==> config.mk <==
export PLATFORM = sky130hd
export DESIGN_NAME = vehicle_antitheft_alarm_controller_core
export DESIGN_NICKNAME = d
export VERILOG_FILES = /design/src/design/vaac_pkg.sv /design/src/design/vaac_step.sv /design/src/design/vehicle_antitheft_alarm_controller_core.sv
export SDC_FILE = /design/constraint.sdc
export NUM_CORES = 1
export LEC_CHECK = 0
export ABC_AREA = 0
export BUFFER_PORTS_ARGS = -buffer_cell sky130_fd_sc_hd__buf_2
export CORE_MARGIN = 1
export CORE_UTILIZATION = 64
export DETAILED_ROUTE_END_ITERATION = 10
export HOLD_SLACK_MARGIN = 0.15
export PLACE_DENSITY_LB_ADDON = 0.1
export SYNTH_ARGS = -nofsm -noshare
export SYNTH_HDL_FRONTEND = slang
export SYNTH_HIERARCHICAL = 1
export SYNTH_SLANG_ARGS = --single-unit
==> constraint.sdc <==
create_clock -name clk -period 9.3 [get_ports clk]
set_clock_uncertainty 0.1 [all_clocks]
set_input_delay 1.395 -clock clk [delete_from_list [all_inputs] [get_ports clk]]
set_output_delay 1.395 -clock clk [all_outputs]
set_load 0.01 [all_outputs]
==> src/design/vaac_pkg.sv <==
// Types, codes and reset values for the alarm controller
package vaac_pkg;

    typedef enum logic [2:0] {
        MODE_TICK        = 3'd0,
        MODE_ARM         = 3'd1,
        MODE_DISARM      = 3'd2,
        MODE_MECH_DISARM = 3'd3,
        MODE_KEY_CHECK   = 3'd4
    } mode_t;

    typedef enum logic [2:0] {
        ST_NONE             = 3'd0,
        ST_REFUSED          = 3'd1,
        ST_ALREADY_ARMED    = 3'd2,
        ST_ARMED            = 3'd3,
        ST_DISARMED         = 3'd4,
        ST_ALREADY_DISARMED = 3'd5
    } status_t;

    typedef enum logic [2:0] {
        REG_VIB_HOLD     = 3'd0,
        REG_HORN_PERIOD  = 3'd1,
        REG_RELEASE      = 3'd2,
        REG_LOW_LIMIT    = 3'd3,
        REG_KEY_CONFLICT = 3'd4
    } reg_idx_t;

    localparam int ADDR_W = 5;

    localparam logic [15:0] VIB_HOLD_RST     = 16'd20;
    localparam logic [15:0] HORN_PERIOD_RST  = 16'd800;
    localparam logic [15:0] RELEASE_RST      = 16'd150;
    localparam logic [7:0]  LOW_LIMIT_RST    = 8'd8;
    localparam logic [15:0] KEY_CONFLICT_RST = 16'd30;

    typedef struct packed {
        logic [15:0] vib_hold;
        logic [15:0] horn_period;
        logic [15:0] release_ticks;
        logic [7:0]  low_limit;
        logic [15:0] key_conflict;
    } cfg_t;

    typedef struct packed {
        logic [2:0] mode;
        logic       vibration_level;
        logic       wheel_level;
        logic       key_on;
        logic       holdoff_elapsed;
    } item_t;

    typedef struct packed {
        logic        guard_on;
        logic        vib_active;
        logic [15:0] vib_quiet_cnt;
        logic [15:0] horn_timer;
        logic [2:0]  toggle_cnt;
        logic [7:0]  low_run_cnt;
        logic [15:0] high_run_cnt;
        logic        wheel_moved;
        logic        alarm_latched;
        logic        lock_engaged;
        logic        unlock_done;
        logic        mech_key;
        logic [15:0] key_check_cnt;
        logic        wheel_pin;
        logic        elock;
        logic        conflict;
    } state_t;

    localparam state_t STATE_RST = '{
        guard_on:      1'b0,
        vib_active:    1'b0,
        vib_quiet_cnt: 16'd0,
        horn_timer:    16'd0,
        toggle_cnt:    3'd0,
        low_run_cnt:   8'd0,
        high_run_cnt:  16'd0,
        wheel_moved:   1'b0,
        alarm_latched: 1'b0,
        lock_engaged:  1'b0,
        unlock_done:   1'b0,
        mech_key:      1'b0,
        key_check_cnt: 16'd0,
        wheel_pin:     1'b1,
        elock:         1'b0,
        conflict:      1'b0
    };

    typedef struct packed {
        status_t command_status;
        logic    armed;
        logic    horn_pulse;
        logic    wheel_lock_pin;
        logic    electric_lock_drive;
        logic    theft_triggered;
        logic    mechanical_unlocked;
        logic    conflict_warning;
    } result_t;

endpackage

==> src/design/vaac_step.sv <==
// Next-state and result logic for one event word
module vaac_step
(
    input  vaac_pkg::state_t  st,
    input  vaac_pkg::cfg_t    cfg,
    input  vaac_pkg::item_t   item,
    output vaac_pkg::state_t  st_next,
    output vaac_pkg::result_t res
);

    vaac_pkg::state_t  s;
    vaac_pkg::status_t status;
    logic              beep;
    logic              do_arm;
    logic              do_dis;
    logic              mech;

    always_comb
    begin
        s      = st;
        status = vaac_pkg::ST_NONE;
        beep   = 1'b0;
        do_arm = 1'b0;
        do_dis = 1'b0;
        mech   = 1'b0;

        case (item.mode)
            vaac_pkg::MODE_TICK:
            begin
                if (s.guard_on)
                begin
                    if (item.vibration_level)
                    begin
                        s.vib_active    = 1'b1;
                        s.vib_quiet_cnt = 16'd0;
                    end
                    else
                    begin
                        s.vib_quiet_cnt = s.vib_quiet_cnt + 16'd1;
                        if (s.vib_quiet_cnt == cfg.vib_hold)
                        begin
                            s.vib_quiet_cnt = 16'd0;
                            s.vib_active    = 1'b0;
                        end
                    end

                    if (s.vib_active || s.wheel_moved)
                    begin
                        if (item.holdoff_elapsed)
                        begin
                            if (s.horn_timer == 16'd0)
                            begin
                                beep = 1'b1;
                            end
                            else if (s.horn_timer == cfg.horn_period)
                            begin
                                s.horn_timer = 16'd0;
                                beep         = 1'b1;
                            end
                            s.horn_timer = s.horn_timer + 16'd1;
                        end
                    end
                    else
                    begin
                        s.horn_timer = 16'd0;
                    end

                    if (!item.wheel_level)
                    begin
                        s.low_run_cnt = s.low_run_cnt + 8'd1;
                        if (s.toggle_cnt inside {3'd0, 3'd2, 3'd4})
                        begin
                            s.toggle_cnt = s.toggle_cnt + 3'd1;
                        end
                        if (s.toggle_cnt == 3'd5 || s.low_run_cnt > cfg.low_limit)
                        begin
                            s.toggle_cnt  = 3'd0;
                            s.low_run_cnt = 8'd0;
                            if (!s.alarm_latched)
                            begin
                                s.alarm_latched = 1'b1;
                                s.elock         = 1'b1;
                                s.lock_engaged  = 1'b1;
                            end
                            s.wheel_pin    = 1'b0;
                            s.wheel_moved  = 1'b1;
                            s.high_run_cnt = 16'd0;
                        end
                    end
                    else
                    begin
                        if (s.toggle_cnt inside {3'd1, 3'd3})
                        begin
                            s.toggle_cnt = s.toggle_cnt + 3'd1;
                        end
                        s.low_run_cnt  = 8'd0;
                        s.high_run_cnt = s.high_run_cnt + 16'd1;
                        if (s.high_run_cnt == cfg.release_ticks)
                        begin
                            if (s.alarm_latched)
                            begin
                                s.alarm_latched = 1'b0;
                                s.elock         = 1'b0;
                                s.lock_engaged  = 1'b0;
                            end
                            s.wheel_moved  = 1'b0;
                            s.vib_active   = 1'b0;
                            s.high_run_cnt = 16'd0;
                            s.wheel_pin    = 1'b1;
                            s.toggle_cnt   = 3'd0;
                        end
                    end
                end
            end
            vaac_pkg::MODE_ARM:
            begin
                do_arm = 1'b1;
            end
            vaac_pkg::MODE_DISARM:
            begin
                do_dis = 1'b1;
            end
            vaac_pkg::MODE_MECH_DISARM:
            begin
                do_dis = 1'b1;
                mech   = 1'b1;
            end
            vaac_pkg::MODE_KEY_CHECK:
            begin
                if (item.key_on && s.unlock_done)
                begin
                    status = vaac_pkg::ST_NONE;
                end
                else if (item.key_on && s.guard_on && !s.lock_engaged)
                begin
                    s.key_check_cnt = 16'd0;
                    s.mech_key      = 1'b1;
                    do_dis          = 1'b1;
                    mech            = 1'b1;
                end
                else
                begin
                    if (item.key_on && s.guard_on && s.lock_engaged)
                    begin
                        s.key_check_cnt = s.key_check_cnt + 16'd1;
                        if (s.key_check_cnt == cfg.key_conflict)
                        begin
                            s.key_check_cnt = 16'd0;
                            s.conflict      = 1'b1;
                        end
                    end
                    if (!item.key_on && s.mech_key)
                    begin
                        s.mech_key = 1'b0;
                        do_arm     = 1'b1;
                    end
                end
            end
            default:
            begin
                status = vaac_pkg::ST_NONE;
            end
        endcase

        if (do_arm)
        begin
            if (item.key_on)
            begin
                status = vaac_pkg::ST_REFUSED;
            end
            else if (s.guard_on)
            begin
                status = vaac_pkg::ST_ALREADY_ARMED;
            end
            else
            begin
                s.unlock_done = 1'b0;
                s.guard_on    = 1'b1;
                status        = vaac_pkg::ST_ARMED;
            end
        end

        if (do_dis)
        begin
            s.unlock_done = 1'b1;
            if (!mech)
            begin
                s.elock = 1'b1;
            end
            if (!s.guard_on)
            begin
                status = vaac_pkg::ST_ALREADY_DISARMED;
            end
            else
            begin
                s.wheel_pin     = 1'b1;
                s.guard_on      = 1'b0;
                s.vib_active    = 1'b0;
                s.vib_quiet_cnt = 16'd0;
                s.horn_timer    = 16'd0;
                s.toggle_cnt    = 3'd0;
                s.low_run_cnt   = 8'd0;
                s.high_run_cnt  = 16'd0;
                s.wheel_moved   = 1'b0;
                s.alarm_latched = 1'b0;
                if (!mech)
                begin
                    s.lock_engaged = 1'b0;
                end
                status = vaac_pkg::ST_DISARMED;
            end
        end

        st_next                 = s;
        res.command_status      = status;
        res.armed               = s.guard_on;
        res.horn_pulse          = beep;
        res.wheel_lock_pin      = s.wheel_pin;
        res.electric_lock_drive = s.elock;
        res.theft_triggered     = s.alarm_latched;
        res.mechanical_unlocked = s.mech_key;
        res.conflict_warning    = s.conflict;
    end

endmodule

==> src/design/vehicle_antitheft_alarm_controller_core.sv <==
// Top level of the two-wheeler anti-theft alarm controller
// One event word is taken per clock while results are taken: the word lands in an
// input register, the controller state and the result are computed from it by the
// step logic, and the result sits in an output register until taken. A result is
// valid once its word has passed the input register and then the output register,
// and the sustained rate is one word per cycle while result_ready is high. The five
// tuning registers are written and read over the APB port at byte offsets 0x00-0x10.
module vehicle_antitheft_alarm_controller_core
(
    input  logic                        clk,
    input  logic                        rst_n,

    input  logic                        psel,
    input  logic                        penable,
    input  logic                        pwrite,
    input  logic [vaac_pkg::ADDR_W-1:0] paddr,
    input  logic [31:0]                 pwdata,
    output logic [31:0]                 prdata,
    output logic                        pready,

    input  logic                        item_valid,
    output logic                        item_ready,
    input  logic [2:0]                  mode,
    input  logic                        vibration_level,
    input  logic                        wheel_level,
    input  logic                        key_on,
    input  logic                        holdoff_elapsed,

    output logic                        result_valid,
    input  logic                        result_ready,
    output logic [2:0]                  command_status,
    output logic                        armed,
    output logic                        horn_pulse,
    output logic                        wheel_lock_pin,
    output logic                        electric_lock_drive,
    output logic                        theft_triggered,
    output logic                        mechanical_unlocked,
    output logic                        conflict_warning
);

    vaac_pkg::cfg_t    cfg_reg;
    vaac_pkg::state_t  state_reg;
    vaac_pkg::state_t  state_next;
    vaac_pkg::item_t   item_reg;
    logic              item_valid_reg;
    vaac_pkg::result_t res_reg;
    vaac_pkg::result_t res_next;
    logic              res_valid_reg;
    logic              advance;
    logic              cfg_wr;
    logic [2:0]        cfg_idx;

    assign pready  = 1'b1;
    assign cfg_wr  = psel && penable && pwrite;
    assign cfg_idx = paddr[4:2];

    always_ff @(posedge clk or negedge rst_n)
    begin
        if (!rst_n)
        begin
            cfg_reg.vib_hold      <= vaac_pkg::VIB_HOLD_RST;
            cfg_reg.horn_period   <= vaac_pkg::HORN_PERIOD_RST;
            cfg_reg.release_ticks <= vaac_pkg::RELEASE_RST;
            cfg_reg.low_limit     <= vaac_pkg::LOW_LIMIT_RST;
            cfg_reg.key_conflict  <= vaac_pkg::KEY_CONFLICT_RST;
        end
        else if (cfg_wr)
        begin
            case (cfg_idx)
                vaac_pkg::REG_VIB_HOLD:     cfg_reg.vib_hold      <= pwdata[15:0];
                vaac_pkg::REG_HORN_PERIOD:  cfg_reg.horn_period   <= pwdata[15:0];
                vaac_pkg::REG_RELEASE:      cfg_reg.release_ticks <= pwdata[15:0];
                vaac_pkg::REG_LOW_LIMIT:    cfg_reg.low_limit     <= pwdata[7:0];
                vaac_pkg::REG_KEY_CONFLICT: cfg_reg.key_conflict  <= pwdata[15:0];
                default:                    cfg_reg               <= cfg_reg;
            endcase
        end
    end

    always_comb
    begin
        case (cfg_idx)
            vaac_pkg::REG_VIB_HOLD:     prdata = {16'd0, cfg_reg.vib_hold};
            vaac_pkg::REG_HORN_PERIOD:  prdata = {16'd0, cfg_reg.horn_period};
            vaac_pkg::REG_RELEASE:      prdata = {16'd0, cfg_reg.release_ticks};
            vaac_pkg::REG_LOW_LIMIT:    prdata = {24'd0, cfg_reg.low_limit};
            vaac_pkg::REG_KEY_CONFLICT: prdata = {16'd0, cfg_reg.key_conflict};
            default:                    prdata = 32'd0;
        endcase
    end

    assign advance    = item_valid_reg && (!res_valid_reg || result_ready);
    assign item_ready = !item_valid_reg || advance;

    always_ff @(posedge clk or negedge rst_n)
    begin
        if (!rst_n)
        begin
            item_valid_reg <= 1'b0;
        end
        else if (item_ready)
        begin
            item_valid_reg <= item_valid;
        end
    end

    always_ff @(posedge clk)
    begin
        if (item_valid && item_ready)
        begin
            item_reg.mode            <= mode;
            item_reg.vibration_level <= vibration_level;
            item_reg.wheel_level     <= wheel_level;
            item_reg.key_on          <= key_on;
            item_reg.holdoff_elapsed <= holdoff_elapsed;
        end
    end

    vaac_step u_step
    (
        .st      (state_reg),
        .cfg     (cfg_reg),
        .item    (item_reg),
        .st_next (state_next),
        .res     (res_next)
    );

    always_ff @(posedge clk or negedge rst_n)
    begin
        if (!rst_n)
        begin
            state_reg     <= vaac_pkg::STATE_RST;
            res_valid_reg <= 1'b0;
        end
        else
        begin
            if (advance)
            begin
                state_reg     <= state_next;
                res_valid_reg <= 1'b1;
            end
            else if (result_ready)
            begin
                res_valid_reg <= 1'b0;
            end
        end
    end

    always_ff @(posedge clk)
    begin
        if (advance)
        begin
            res_reg <= res_next;
        end
    end

    assign result_valid        = res_valid_reg;
    assign command_status      = res_reg.command_status;
    assign armed               = res_reg.armed;
    assign horn_pulse          = res_reg.horn_pulse;
    assign wheel_lock_pin      = res_reg.wheel_lock_pin;
    assign electric_lock_drive = res_reg.electric_lock_drive;
    assign theft_triggered     = res_reg.theft_triggered;
    assign mechanical_unlocked = res_reg.mechanical_unlocked;
    assign conflict_warning    = res_reg.conflict_warning;

endmodule

* After elaboration in Yosys (flattened, before gate mapping) *
Cells that the tools add are included.

word-level totals
  bits in registers = 176
  bits in latches = 0
  bits in writable memories = 0
  ROM bits = 0
  output and inout port bits = 45
  memories = 0

operators by class
  $add $sub $neg = 6
  multiply operators = 0
  divide/modulo/power cells = 0
  order comparisons = 1
  eq/ne operators = 19
  shifts and indexed selects = 0
  multiplexer cells = 74
  bitwise operators = 1
  reductions and logical operators = 35

operator list
  operator                                                          number
  63-bit two-way mux                                                3
  16-bit two-way mux                                                10
  17-bit two-way mux                                                7
  16-bit case mux with 5 select lines                               1
  65-bit two-way mux                                                1
  16-bit by 1-bit adder with 16-bit output (second input constant)  4
  16-bit == test                                                    4
  30-bit two-way mux                                                2
  1-bit two-way mux                                                 31
  3-bit two-way mux                                                 9
  19-bit two-way mux                                                1
  3-bit by 2-bit == test with 1-bit output (second input constant)  6
  16-bit logical NOT                                                1
  3-bit == test (second input constant)                             4
  2-bit two-way mux                                                 6
  4-bit AND reduction                                               3
  2-bit AND reduction                                               5
  3-bit by 1-bit == test with 1-bit output (second input constant)  3
  1-bit logical AND                                                 9
  3-bit logical NOT                                                 3
  8-bit by 1-bit adder with 8-bit output (second input constant)    1
  8-bit greater-than comparator                                     1
  2-bit nonzero test                                                4
  1-bit case mux with 2 select lines                                3
  7 further kinds                                                   14

* Depth between registers and ports, before layout *
Gate-level depths: netlist of run 1.

  depth in word-level cells = 18
  gate-level depth with buffers = 15
  gate-level depth less buffers = 13

* Modules after synthesis *
The synthesis of run 1 kept the hierarchy.

modules (own cells, without submodules)
  module                                   times used  cells an instance  area an instance (sq um)  sequential area each (sq um)
  vehicle_antitheft_alarm_controller_core  1           455                7188.1                    4508.1
  vaac_step                                1           800                5067.4                    0.0

* Least setup slack after synthesis of run 1 *
OpenSTA, ideal clock, no wires.

  path type = input -> output
  start = input paddr[2] (netlist bit)
  end = output prdata[12]
  arrival time = 2524 ps
  data required time = 7805 ps
  path slack = 5281 ps
  stages on the path = 5
  buffers on the path = 2
  cells stage by stage = buf_4 -> nor2b_1 -> clkbuf_1 -> a222oi_1 -> o21ai_0

on the way
  cells in the longest elaborated chain, start to end = 2

RTL lines
  item                                         RTL line                                       text
  from (decl)                                  vehicle_antitheft_alarm_controller_core.sv:16  input logic [vaac_pkg::ADDR_W-1:0] paddr,
  3-bit == test, or another cell as far along  vehicle_antitheft_alarm_controller_core.sv:82  case (cfg_idx)
  16-bit case mux with 5 select lines *        vehicle_antitheft_alarm_controller_core.sv:82
  to (decl)                                    vehicle_antitheft_alarm_controller_core.sv:18  output logic [31:0] prdata,

Every way passes the cells marked *; elsewhere a longest branch is shown, timed or not.

* Final worst setup path of run 1 *
  start = input paddr[2] (netlist bit)
  end = output prdata[2]

The elaborated chain is that of the path after synthesis.

==> reports/metrics.yaml, run 1 <==
ys_warn_count: 6
fillers: 1470
tightest_slew_ns: 1.07
worst-endpoint-required_ns: 7.81
ys_types: 90
clkSinkCount: 176
routed-wl-met2_um: 14600
r2r_end: "state_reg[58]"
ir_worst_vdd_mv: 0.135
rows: 50
synth_xor_area_share_pct: 6.41
layout_commonest_cell: "mux2_2"
syn_to_final_growth_pct: 5.73
rsz0062_at_grt: "no"
synth_cells: 1255
routed_via_density: 6.66
hold_class: "reg2reg"
timing.rr.start: "item_reg[5]"
place_area_um2: 12400
syn_area_um2: 12300
core_area_um2: 18800
cp_max_fo: 17
synth-simple-area-share_pct: 18.0
status: "complete, no violations"
via_count: 9960
drtPass1Iterations: 6
cp_common_cell: "buf_2"
ys.flop_type: "dfrtp_1"
synth_top_family_by_area: "simple AND/OR/NAND/NOR gates"
path_clk_slew_ns: 0.06
cp_slowest_stage_delay_ns: 0.83
finalNetCount: 1317
drtIter0Drc: 865
grt_pass1_wl_um: 49300
largest_reg_flops: 85
io_buffers: 60
routed_wirelength_um: 30700
ys_async_sr_fraction_pct: 90.3
r2r_slack_ns: 5.16
ant_nets: 0
track_usage_pct: 32.2
p_total_w: 0.00221
clock_latency_ns: 0.44
die_h_um: 140
ys_ff_latch: 176
worst_setup_path_start_kind: "input pin"
top_layer: "met4"
remaining_drc_errors: 0
antenna_found_initial: 1
wl_per_cell_um: 20.5
dr_wl_met3_um: 1880
layout_min_cycle_time_ns: 4.94
dp_hpwl_um: 21700
critPathArrivalTime_ns: 3.45
max_freq_mhz: 202
cp_slowest_cell: "nor2b_1"
layout_common_cells: "mux2_2 (158), dfrtp_1 (144), nand2_1 (81)"
cts_buffers: 17
grt_start_max_net_pins: 100
cp-end-kind: "primary output"
post_cts_buffers: 0
drive_gt1_share_pct: 24.6
cts_resized: 0
p_leak_nw: 5.50
power_density_nw_per_um2: 170
synth_compound_area_share_pct: 14.5
tritoncts: "built"
max_slew_margin_pct: 28.3
die_x_um: 140
stdcell_area_um2: 13000
max_cap_viol_count: 0
gp_congestion: 0.967
crit_chain: "buf_2 > nor2b_1 > a22oi_1 > o21ai_0 > buf_2"
ys_seq_area_share_pct: 36.8
cts_hold_repair.buffers: 0
tns_ns: 0
reg2regPathDepth: 10
synth_mux_area_share_pct: 16.6
synth_adder_area_share_pct: 1.84
setup_viol: 0
final_core_utilization_pct: 69.0
slew_viol_final: 0
start_util_pct: 65.3
period_share_pct: 53.2
grt_pass1_vias: 9026
cts_buffer_depth: 2
grt_remaining_overflow: 0
critPathCapture: "prdata[2]"
cts_root_buffer: "clkbuf_16"
ios: 96
wl_met1_um: 13500
hold_viol: 0
synth.avg_cell_area_um2: 9.77
h-tree-depth: 4
crit_start: "paddr[2]"
synth_edf_count: 17
crit_type: "in2out"
die_area_um2: 19700
## per-layer routing
| layer | track usage [%] | up-vias |
|---|---|---|
| li1 | - | 4640 |
| met1 | 45.0 | 4882 |
| met2 | 51.2 | 385 |
| met3 | 4.41 | 53 |
| met4 | 12.1 | 0 |
| met5 | 0 | - |
## cell usage after synthesis, types with 11 or more instances
master | count | area, um2
a21oi_1 | 43 | 215
a22oi_1 | 16 | 120
a31oi_1 | 26 | 163
and2_1 | 12 | 75.1
and3_1 | 26 | 163
buf_2 | 26 | 130
buf_4 | 30 | 225
clkbuf_1 | 41 | 154
dfrtp_1 | 144 | 3600
dfstp_2 | 15 | 394
edfxtp_1 | 17 | 510
ha_1 | 18 | 225
inv_1 | 32 | 120
mux2_2 | 158 | 1780
mux2i_1 | 11 | 110
nand2_1 | 82 | 308
nand2b_1 | 16 | 100
nand3_1 | 70 | 350
nand4_1 | 28 | 175
nor2_1 | 47 | 176
nor2b_1 | 17 | 106
nor3_1 | 23 | 115
nor3b_1 | 11 | 82.6
nor4_1 | 19 | 119
o21ai_0 | 55 | 275
o22ai_1 | 16 | 100
o31ai_1 | 18 | 135
xnor2_1 | 36 | 315
xor2_1 | 46 | 403
## cell families (layout without fill, tap and decap cells)
kind of cell | after synthesis | count (layout)
and+or+nand+nor | 399 | 399
adders and majority gates | 18 | 18
AOI/OAI and AO/OA | 255 | 255
DFF | 176 | 176
xor gates and xnor gates | 85 | 85
other | 2 | 18
muxes | 179 | 179
buffers and inverters | 141 | 132
## final cells by class
cell class	instances	area (um2)	area share, %
clock buffer	20	447	3.45
antenna	1	2.50	0.0193
clock inverter	12	115	0.888
inverter	33	124	0.956
sequential	176	4510	34.8
tap	234	293	2.26
multi-input combinational	953	7110	54.9
timing repair buffer	67	359	2.77
## worst max-delay path, delay by kind of cell
kind                   cells  cell delay, ns
AND/OR/NAND/NOR            1            0.83
AO/OA/AOI/OAI              2            0.63
buffers and inverters      2            0.59
## how the worst min path moves through the flow
stage	start	end	cells after the start	slack (ns)
floorplan	item_valid_reg	result_valid	1	0.36
global placement	state_reg[0]	state_reg[0]	1	0.39
detailed placement	state_reg[0]	state_reg[0]	1	0.40
CTS	state_reg[0]	state_reg[0]	1	0.41
global route	state_reg[0]	state_reg[0]	1	0.42
finish	state_reg[0]	state_reg[0]	1	0.41
## metrics by stage
step | hold slack [ns] | instances | setup slack [ns]
finish | 0.413 | 1496 | 4.36
global route | 0.416 | 1496 | 4.30
CTS | 0.413 | 1495 | 4.45
detailed placement | 0.398 | 1463 | 4.47
global placement | 0.388 | 1463 | 4.55
floorplan | 0.357 | 1270 | 5.28
## where the power goes
group | switching, W | leakage (nW) | internal [W]
logic | 0.000263 | 2.99 | 0.000236
registers | 0.000132 | 2.24 | 0.000882
clock network | 0.000315 | 0.267 | 0.000377
total | 0.000710 | 5.50 | 0.00150
Note: power is estimated with default switching activity, not from simulation.
==> run 2: changes to the inputs <==
--- a/config.mk
+++ b/config.mk
@@ -8,7 +8,7 @@
 export ABC_AREA = 0
 export BUFFER_PORTS_ARGS = -buffer_cell sky130_fd_sc_hd__buf_2
 export CORE_MARGIN = 1
-export CORE_UTILIZATION = 64
+export CORE_UTILIZATION = 62
 export DETAILED_ROUTE_END_ITERATION = 10
 export HOLD_SLACK_MARGIN = 0.15
 export PLACE_DENSITY_LB_ADDON = 0.1
==> constraint.sdc (replaced) <==
create_clock -name clk -period 4.8 [get_ports clk]
set_clock_uncertainty 0.1 [all_clocks]
set_input_delay 0.72 -clock clk [delete_from_list [all_inputs] [get_ports clk]]
set_output_delay 0.72 -clock clk [all_outputs]
set_load 0.01 [all_outputs]
==> run 2 against run 1 <==
Utilization down 1.7 points. Setup slack worse by 3.5 ns. Clock power up 100%. First-iteration DRC count down 23%. The flow now finishes with violations (DRC). Die area up 3.2%. Routed wire length down 0.37%. Largest cell class unchanged.
==> reports/metrics.yaml, run 2 (synthesized netlist as in run 1, its figures left out) <==
ios: 96  # unchanged
crit_type: "reg2reg"  # was in2out
core_area_um2: 19400  # was 18800 um2
hold_class: "in2async"  # was reg2reg
p_leak_nw: 5.53  # was 5.50 nW
start_util_pct: 63.2  # was 65.3%
clkSinkCount: 176  # unchanged
grt_start_max_net_pins: 98  # was 100
timing.rr.start: "state_reg[3]"  # was item_reg[5]
max_cap_viol_count: 0  # unchanged
die_h_um: 143  # was 140 um
reg2regPathDepth: 10  # unchanged
grt_pass1_vias: 9007  # was 9026
rows: 51  # was 50
via_count: 9814  # was 9960
layout_setup_ws_ns: 0.833  # was 4.36 ns
tritoncts: "built"  # unchanged
r2r_slack_ns: 0.83  # was 5.16 ns
worst_setup_path_start_kind: "flop"  # was input pin
io_buffers: 60  # unchanged
tightest_slew_ns: 1.07  # about the same
cts_buffers: 17  # unchanged
dp_slack_ns: 0.863  # was 4.47 ns
max_freq_mhz: 252
h-tree-depth: 4  # unchanged
dp_hpwl_um: 22000  # was 21700 um
antenna_found_initial: 0  # was 1
slew_viol_final: 0  # unchanged
layout_common_cells: "mux2_2 (158), dfrtp_1 (144), nand2_1 (81)"  # unchanged
post_cts_buffers: 0  # unchanged
routed_wirelength_um: 30600  # was 30700 um
tns_ns: 0  # unchanged
gp_congestion: 0.957  # was 0.967
r2r_end: "state_reg[18]"  # was state_reg[58]
critPathCapture: "state_reg[18]"  # was prdata[2]
layout_min_cycle_time_ns: 3.97
path_clk_slew_ns: 0.07  # was 0.06 ns
finalNetCount: 1323  # was 1317
drive_gt1_share_pct: 24.9  # was 24.6%
track_usage_pct: 31.2  # was 32.2%
worst-endpoint-required_ns: 5.08  # was 7.81 ns
grt_pass1_wl_um: 48600  # was 49300 um
rsz0062_at_grt: "no"  # unchanged
ant_nets: 0  # unchanged
setup_viol: 0  # unchanged
remaining_drc_errors: 2  # was 0
cts_buffer_depth: 2  # unchanged
ir_worst_vdd_mv: 0.258  # was 0.135 mV
layout_commonest_cell: "mux2_2"  # unchanged
cp_max_fo: 16  # was 17
routed-wl-met2_um: 14600  # about the same
status: "finished with violations"  # was complete, no violations
hold_viol: 0  # unchanged
cts_root_buffer: "clkbuf_16"  # unchanged
grt_remaining_overflow: 0  # unchanged
critPathArrivalTime_ns: 4.25  # was 3.45 ns
dr_wl_met3_um: 1510  # was 1880 um
n_antenna_cell: 0  # was 1
cp-end-kind: "flop"  # was primary output
drtPass1Iterations: 8  # was 6
clock_latency_ns: 0.44  # about the same
max_slew_margin_pct: 28.0  # was 28.3%
die_x_um: 143  # was 140 um
power_density_nw_per_um2: 330  # was 170 nW/um2
crit_start: "state_reg[3]"  # was paddr[2]
cts_resized: 0  # unchanged
top_layer: "met4"  # unchanged
period_share_pct: 82.6
wl_per_cell_um: 20.0  # was 20.5 um
wl_met1_um: 13600  # was 13500 um
p_total_w: 0.00431  # was 0.00221 W
routed_via_density: 6.41  # was 6.66
cts_hold_repair.buffers: 0  # unchanged
syn_to_final_growth_pct: 6.56  # was 5.73%
drtIter0Drc: 669  # was 865
largest_reg_flops: 85  # unchanged
violations: "DRC"
die_area_um2: 20300  # was 19700 um2
run 2: worst min path at each step:
stage / to / cells past startpoint / slack (ns)
CTS: state_reg[79] / 1 / 0.31
global route: item_reg[6] / 1 / 0.33
floorplan: cfg_reg[0] / 0 / 0.32
global placement: state_reg[0] / 1 / 0.39
detailed placement: state_reg[0] / 1 / 0.39
finish: state_reg[79] / 1 / 0.27
run 2: cell type report:
cell class	count	area [um2]
well taps	265	332
repair buffers	73	404
fillers	1547	6340
clock buffers	20	458
multi-input cells	953	7110
flip-flops and latches	176	4510
clock inverters	12	125
inverters	33	124
run 2: report_power, final:
| part | switching [W] | total (W) | internal, W |
|---|---|---|---|
| logic | 0.000508 | 0.000967 | 0.000459 |
| clock network | 0.000630 | 0.00139 | 0.000758 |
| registers | 0.000249 | 0.00196 | 0.00171 |
| total | 0.00139 | 0.00431 | 0.00293 |
run 2: routing by layer:
metal / vias to the layer above / track usage, %
met2: 316 / 50.5
met5: - / 0
li1: 4639 / -
met4: 0 / 11.9
met1: 4794 / 41.9
met3: 65 / 4.98
run 2: critical path, cell delays in order (launching register included):
cell and delay, ns:
dfrtp_1 0.52, ha_1 0.32, nand3_1 0.25, nor2_1 0.46
xnor3_1 0.30, a22oi_1 0.25, a2111oi_4 0.09, a21oi_2 0.60
nand2b_1 0.47, o31ai_1 0.34, mux2_2 0.19
run 2: stage by stage:
step,std cells,hold slack (ns),area [um2],utilization [%]
after detailed placement,1500,0.394,12500,64.3
after CTS,1532,0.313,13100,67.3
after global routing,1532,0.332,13100,67.3
after global placement,1500,0.391,12500,64.3
final,1532,0.274,13100,67.3
after floorplan,1270,0.324,12300,-
==> run 3: changes to the inputs <==
--- a/config.mk
+++ b/config.mk
@@ -5,10 +5,10 @@
 export SDC_FILE = /design/constraint.sdc
 export NUM_CORES = 1
 export LEC_CHECK = 0
-export ABC_AREA = 0
+export ABC_AREA = 1
 export BUFFER_PORTS_ARGS = -buffer_cell sky130_fd_sc_hd__buf_2
 export CORE_MARGIN = 1
-export CORE_UTILIZATION = 62
+export CORE_UTILIZATION = 56
 export DETAILED_ROUTE_END_ITERATION = 10
 export HOLD_SLACK_MARGIN = 0.15
 export PLACE_DENSITY_LB_ADDON = 0.1
==> constraint.sdc (replaced) <==
create_clock -name clk -period 3.4 [get_ports clk]
set_clock_uncertainty 0.1 [all_clocks]
set_input_delay 0.51 -clock clk [delete_from_list [all_inputs] [get_ports clk]]
set_output_delay 0.51 -clock clk [all_outputs]
set_load 0.01 [all_outputs]
==> run 3 against run 2 <==
The flow now finishes without violations. Register-to-register slack got worse by 0.49 ns. Critical path depth rose by 10. Combinational power rose by 74%. Synthesized cell count rose by 57%. Critical endpoint is now state_reg[25]. Highest routed layer unchanged.
==> reports/metrics.yaml, run 3 <==
ys.flop_type: "dfrtp_1"  # unchanged
max_freq_mhz: 327  # was 252 MHz
yosys.area.top_type: "dfrtp_1"  # unchanged
ys_ff_latch: 176  # unchanged
syn_area_um2: 12800  # was 12300 um2
rows: 55  # was 51
layout_commonest_cell: "nand2_1"  # was mux2_2
reg2regPathDepth: 20  # was 10
critPathArrivalTime_ns: 3.34  # was 4.25 ns
die_area_um2: 23600  # was 20300 um2
r2r_slack_ns: 0.35  # was 0.83 ns
setup_viol: 0  # unchanged
rsz0062_at_grt: "no"  # unchanged
tns_ns: 0  # unchanged
ant_nets: 0  # unchanged
clock_latency_ns: 0.44  # about the same
power.internal_w: 0.00424  # was 0.00293 W
drive_gt1_share_pct: 10.3  # was 24.9%
die_h_um: 153  # was 143 um
finalNetCount: 2067  # was 1323
ios: 96  # unchanged
hold_viol: 0  # unchanged
gp_congestion: 0.926  # was 0.957
p_total_w: 0.00659  # was 0.00431 W
crit_type: "reg2reg"  # unchanged
p_leak_nw: 6.87  # was 5.53 nW
grt_pass1_vias: 11400  # was 9007
ys_seq_area_share_pct: 35.1  # was 36.8%
synth_edf_count: 17  # unchanged
n_antenna_cell: 0  # unchanged
ir_worst_vdd_mv: 0.245  # was 0.258 mV
cp-end-kind: "flop"  # unchanged
cts_buffers: 17  # unchanged
power_density_nw_per_um2: 472  # was 330 nW/um2
slew_viol_final: 0  # unchanged
combPwrFrac_pct: 25.5  # was 22.4%
min_path_cells: 1
power.net_switching_w: 0.00235  # was 0.00139 W
max_cap_viol_count: 0  # unchanged
synth_top_area_share_pct: 28.0  # was 29.4%
cts_buffer_depth: 2  # unchanged
dp_hpwl_um: 25400  # was 22000 um
synth.avg_cell_area_um2: 6.53  # was 9.77 um2
tritoncts: "built"  # unchanged
post_cts_buffers: 0  # unchanged
syn_to_final_growth_pct: 8.58  # was 6.56%
grt_remaining_overflow: 0  # unchanged
synth_cells: 1969  # was 1255
grt_start_max_net_pins: 87  # was 98
cts_root_buffer: "clkbuf_16"  # unchanged
status: "complete, no violations"  # was finished with violations
netlist_top_cells_area: "dfrtp_1 (28%), nand2_1 (23%), nand3_1 (6.2%), inv_1 (5.7%), edfxtp_1 (4.0%)"  # was dfrtp_1 (29%), mux2_2 (15%), edfxtp_1 (4.2%), xor2_1 (3.3%), dfstp_2 (3.2%)
track_usage_pct: 31.0  # was 31.2%
cp_slowest_cell: "dfrtp_1"  # was a21oi_2
layout_common_cells: "nand2_1 (774), inv_1 (195), nand3_1 (158)"  # was mux2_2 (158), dfrtp_1 (144), nand2_1 (81)
cp_slowest_stage_delay_ns: 0.42  # was 0.60 ns
max_slew_margin_pct: 55.0  # was 28.0%
switching_share_pct: 35.6  # was 32.2%
p_clk_share_pct: 31.7  # was 32.2%
routed_via_density: 5.46  # was 6.41
largest_reg_flops: 85  # unchanged
hold_class: "in2reg"  # was in2async
io_buffers: 60  # unchanged
period_share_pct: 89.8  # was 82.6%
drtPass1Iterations: 5  # was 8
final_core_utilization_pct: 61.8  # was 67.3%
h-tree-depth: 4  # unchanged
die_x_um: 153  # was 143 um
wl_per_cell_um: 15.4  # was 20.0 um
timing.rr.start: "state_reg[40]"  # was state_reg[3]
holdWs_ns: 0.163  # was 0.274 ns
worst_setup_path_start_kind: "flop"  # unchanged
layout_min_cycle_time_ns: 3.05  # was 3.97 ns
grt_pass1_wl_um: 58100  # was 48600 um
start_util_pct: 56.9  # was 63.2%
yosysMostFrequentCell: "nand2_1"  # was mux2_2
core_area_um2: 22600  # was 19400 um2
drtIter0Drc: 1119  # was 669
seqPwrFrac_pct: 42.8  # was 45.4%
cp_max_fo: 16  # unchanged
yosys-top-cells-count: "nand2_1 (776), inv_1 (196), nand3_1 (158), dfrtp_1 (144), nor2_1 (127)"  # was mux2_2 (158), dfrtp_1 (144), nand2_1 (82), nand3_1 (70), o21ai_0 (55)
remaining_drc_errors: 0  # was 2
worst-endpoint-required_ns: 3.68  # was 5.08 ns
routed_wirelength_um: 35400  # was 30600 um
cp_common_cell: "nand2_1"
crit_chain: "inv_1 > nor2_1 > nand3_1 > and3b_1 > xor2_1 > ha_1 > nand2_1 > nor2_1 > nand2_1 > o211ai_1 > o21ai_0 > nand2_1 > nand2_2 > inv_1 > nor2_1 > buf_4 > nand3_1 > a21oi_1 > nand2_1 > nand2_1"  # was ha_1 > nand3_1 > nor2_1 > xnor3_1 > a22oi_1 > a2111oi_4 > a21oi_2 > nand2b_1 > o31ai_1 > mux2_2
tightest_slew_ns: 0.675  # was 1.07 ns
clkSinkCount: 176  # unchanged
ys_types: 51  # was 90
antenna_found_initial: 0  # unchanged
holdPathEnd: "item_reg[2]"
hold_start: "wheel_level"
path_clk_slew_ns: 0.07  # about the same
via_count: 12500  # was 9814
ys_async_sr_fraction_pct: 90.3  # unchanged
ys_warn_count: 6  # unchanged
r2r_end: "state_reg[25]"  # was state_reg[18]
run 3: cell types whose count changed in the layout (fill, tap and decap cells not counted), moves of 24 or more:
cell,delta
a21oi_1,+42
a31oi_1,-26
and3_1,-24
inv_1,+163
mux2_2,-158
nand2_1,+693
nand3_1,+88
nand4_1,+35
nor2_1,+79
o21ai_0,+37
xnor2_1,-29
run 3: worst max-delay path, delay by kind of cell (launching register included):
kind	cells	cell delay, ns
AND/OR/NAND/NOR	12	1.34
flip-flops	1	0.42
buffers and inverters	3	0.38
AO/OA/AOI/OAI	3	0.29
adder cells (fa/ha/maj)	1	0.27
XOR/XNOR	1	0.20
run 3: power by group through the flow:
| stage | combinational, W | clock [W] | sequential, W |
|---|---|---|---|
| global placement | 0.00161 | 0 | 0.00284 |
| detailed placement | 0.00165 | 0 | 0.00285 |
| floorplan | 0.00126 | 0 | 0.00272 |
| finish | 0.00168 | 0.00209 | 0.00282 |
| CTS | 0.00167 | 0.00212 | 0.00281 |
| global route | 0.00191 | 0.00220 | 0.00286 |
run 3: worst max-delay path by stage:
stage	to	startpoint	depth (start not counted)
floorplan	state_reg[50]	state_reg[40]	20
global placement	state_reg[34]	state_reg[40]	20
detailed placement	state_reg[25]	state_reg[40]	20
CTS	state_reg[25]	state_reg[40]	20
global route	state_reg[35]	state_reg[40]	20
finish	state_reg[25]	state_reg[40]	20
run 3: kinds of logic after synthesis:
logic type,count (synthesis),synth area share [%]
AOI/OAI and AO/OA,217,8.85
xor gates and xnor gates,35,2.50
adders and majority gates,18,1.75
buffers and inverters,308,10.6
DFF,176,35.1
other,2,0.0585
and+or+nand+nor,1213,41.2
run 3: layout make-up:
class	instances	area (um2)
timing repair buffer	92	614
tap	285	357
clock buffer	20	457
multi-input combinational	1500	7060
fill	2145	8620
inverter	211	795
clock inverter	12	160
sequential	176	4510
run 3: stage by stage:
stage | area (um2) | instances | setup slack, ns
after floorplan | 12900 | 1984 | 0.482
after global placement | 13300 | 2257 | 0.351
after CTS | 13900 | 2295 | 0.263
final | 14000 | 2296 | 0.346
after detailed placement | 13300 | 2257 | 0.299
after global routing | 14000 | 2296 | 0.00577
run 3: repair_timing:
item / 4_1_cts / 5_1_grt
hold buffers: 6 / 1
gates resized for setup: 0 / 1
hold endpoints to repair: 66 / 1
endpoints found under the setup margin: 0 / 10
run 3: layer usage:
| metal | GRT usage [%] | vias to the layer above | share of wire, % |
|---|---|---|---|
| met5 | 0 | - | 0 |
| met4 | 10.0 | 0 | 2.3 |
| met3 | 3.74 | 60 | 5.8 |
| met2 | 52.4 | 406 | 48 |
| met1 | 41.5 | 5765 | 44 |
| li1 | - | 6305 | - |
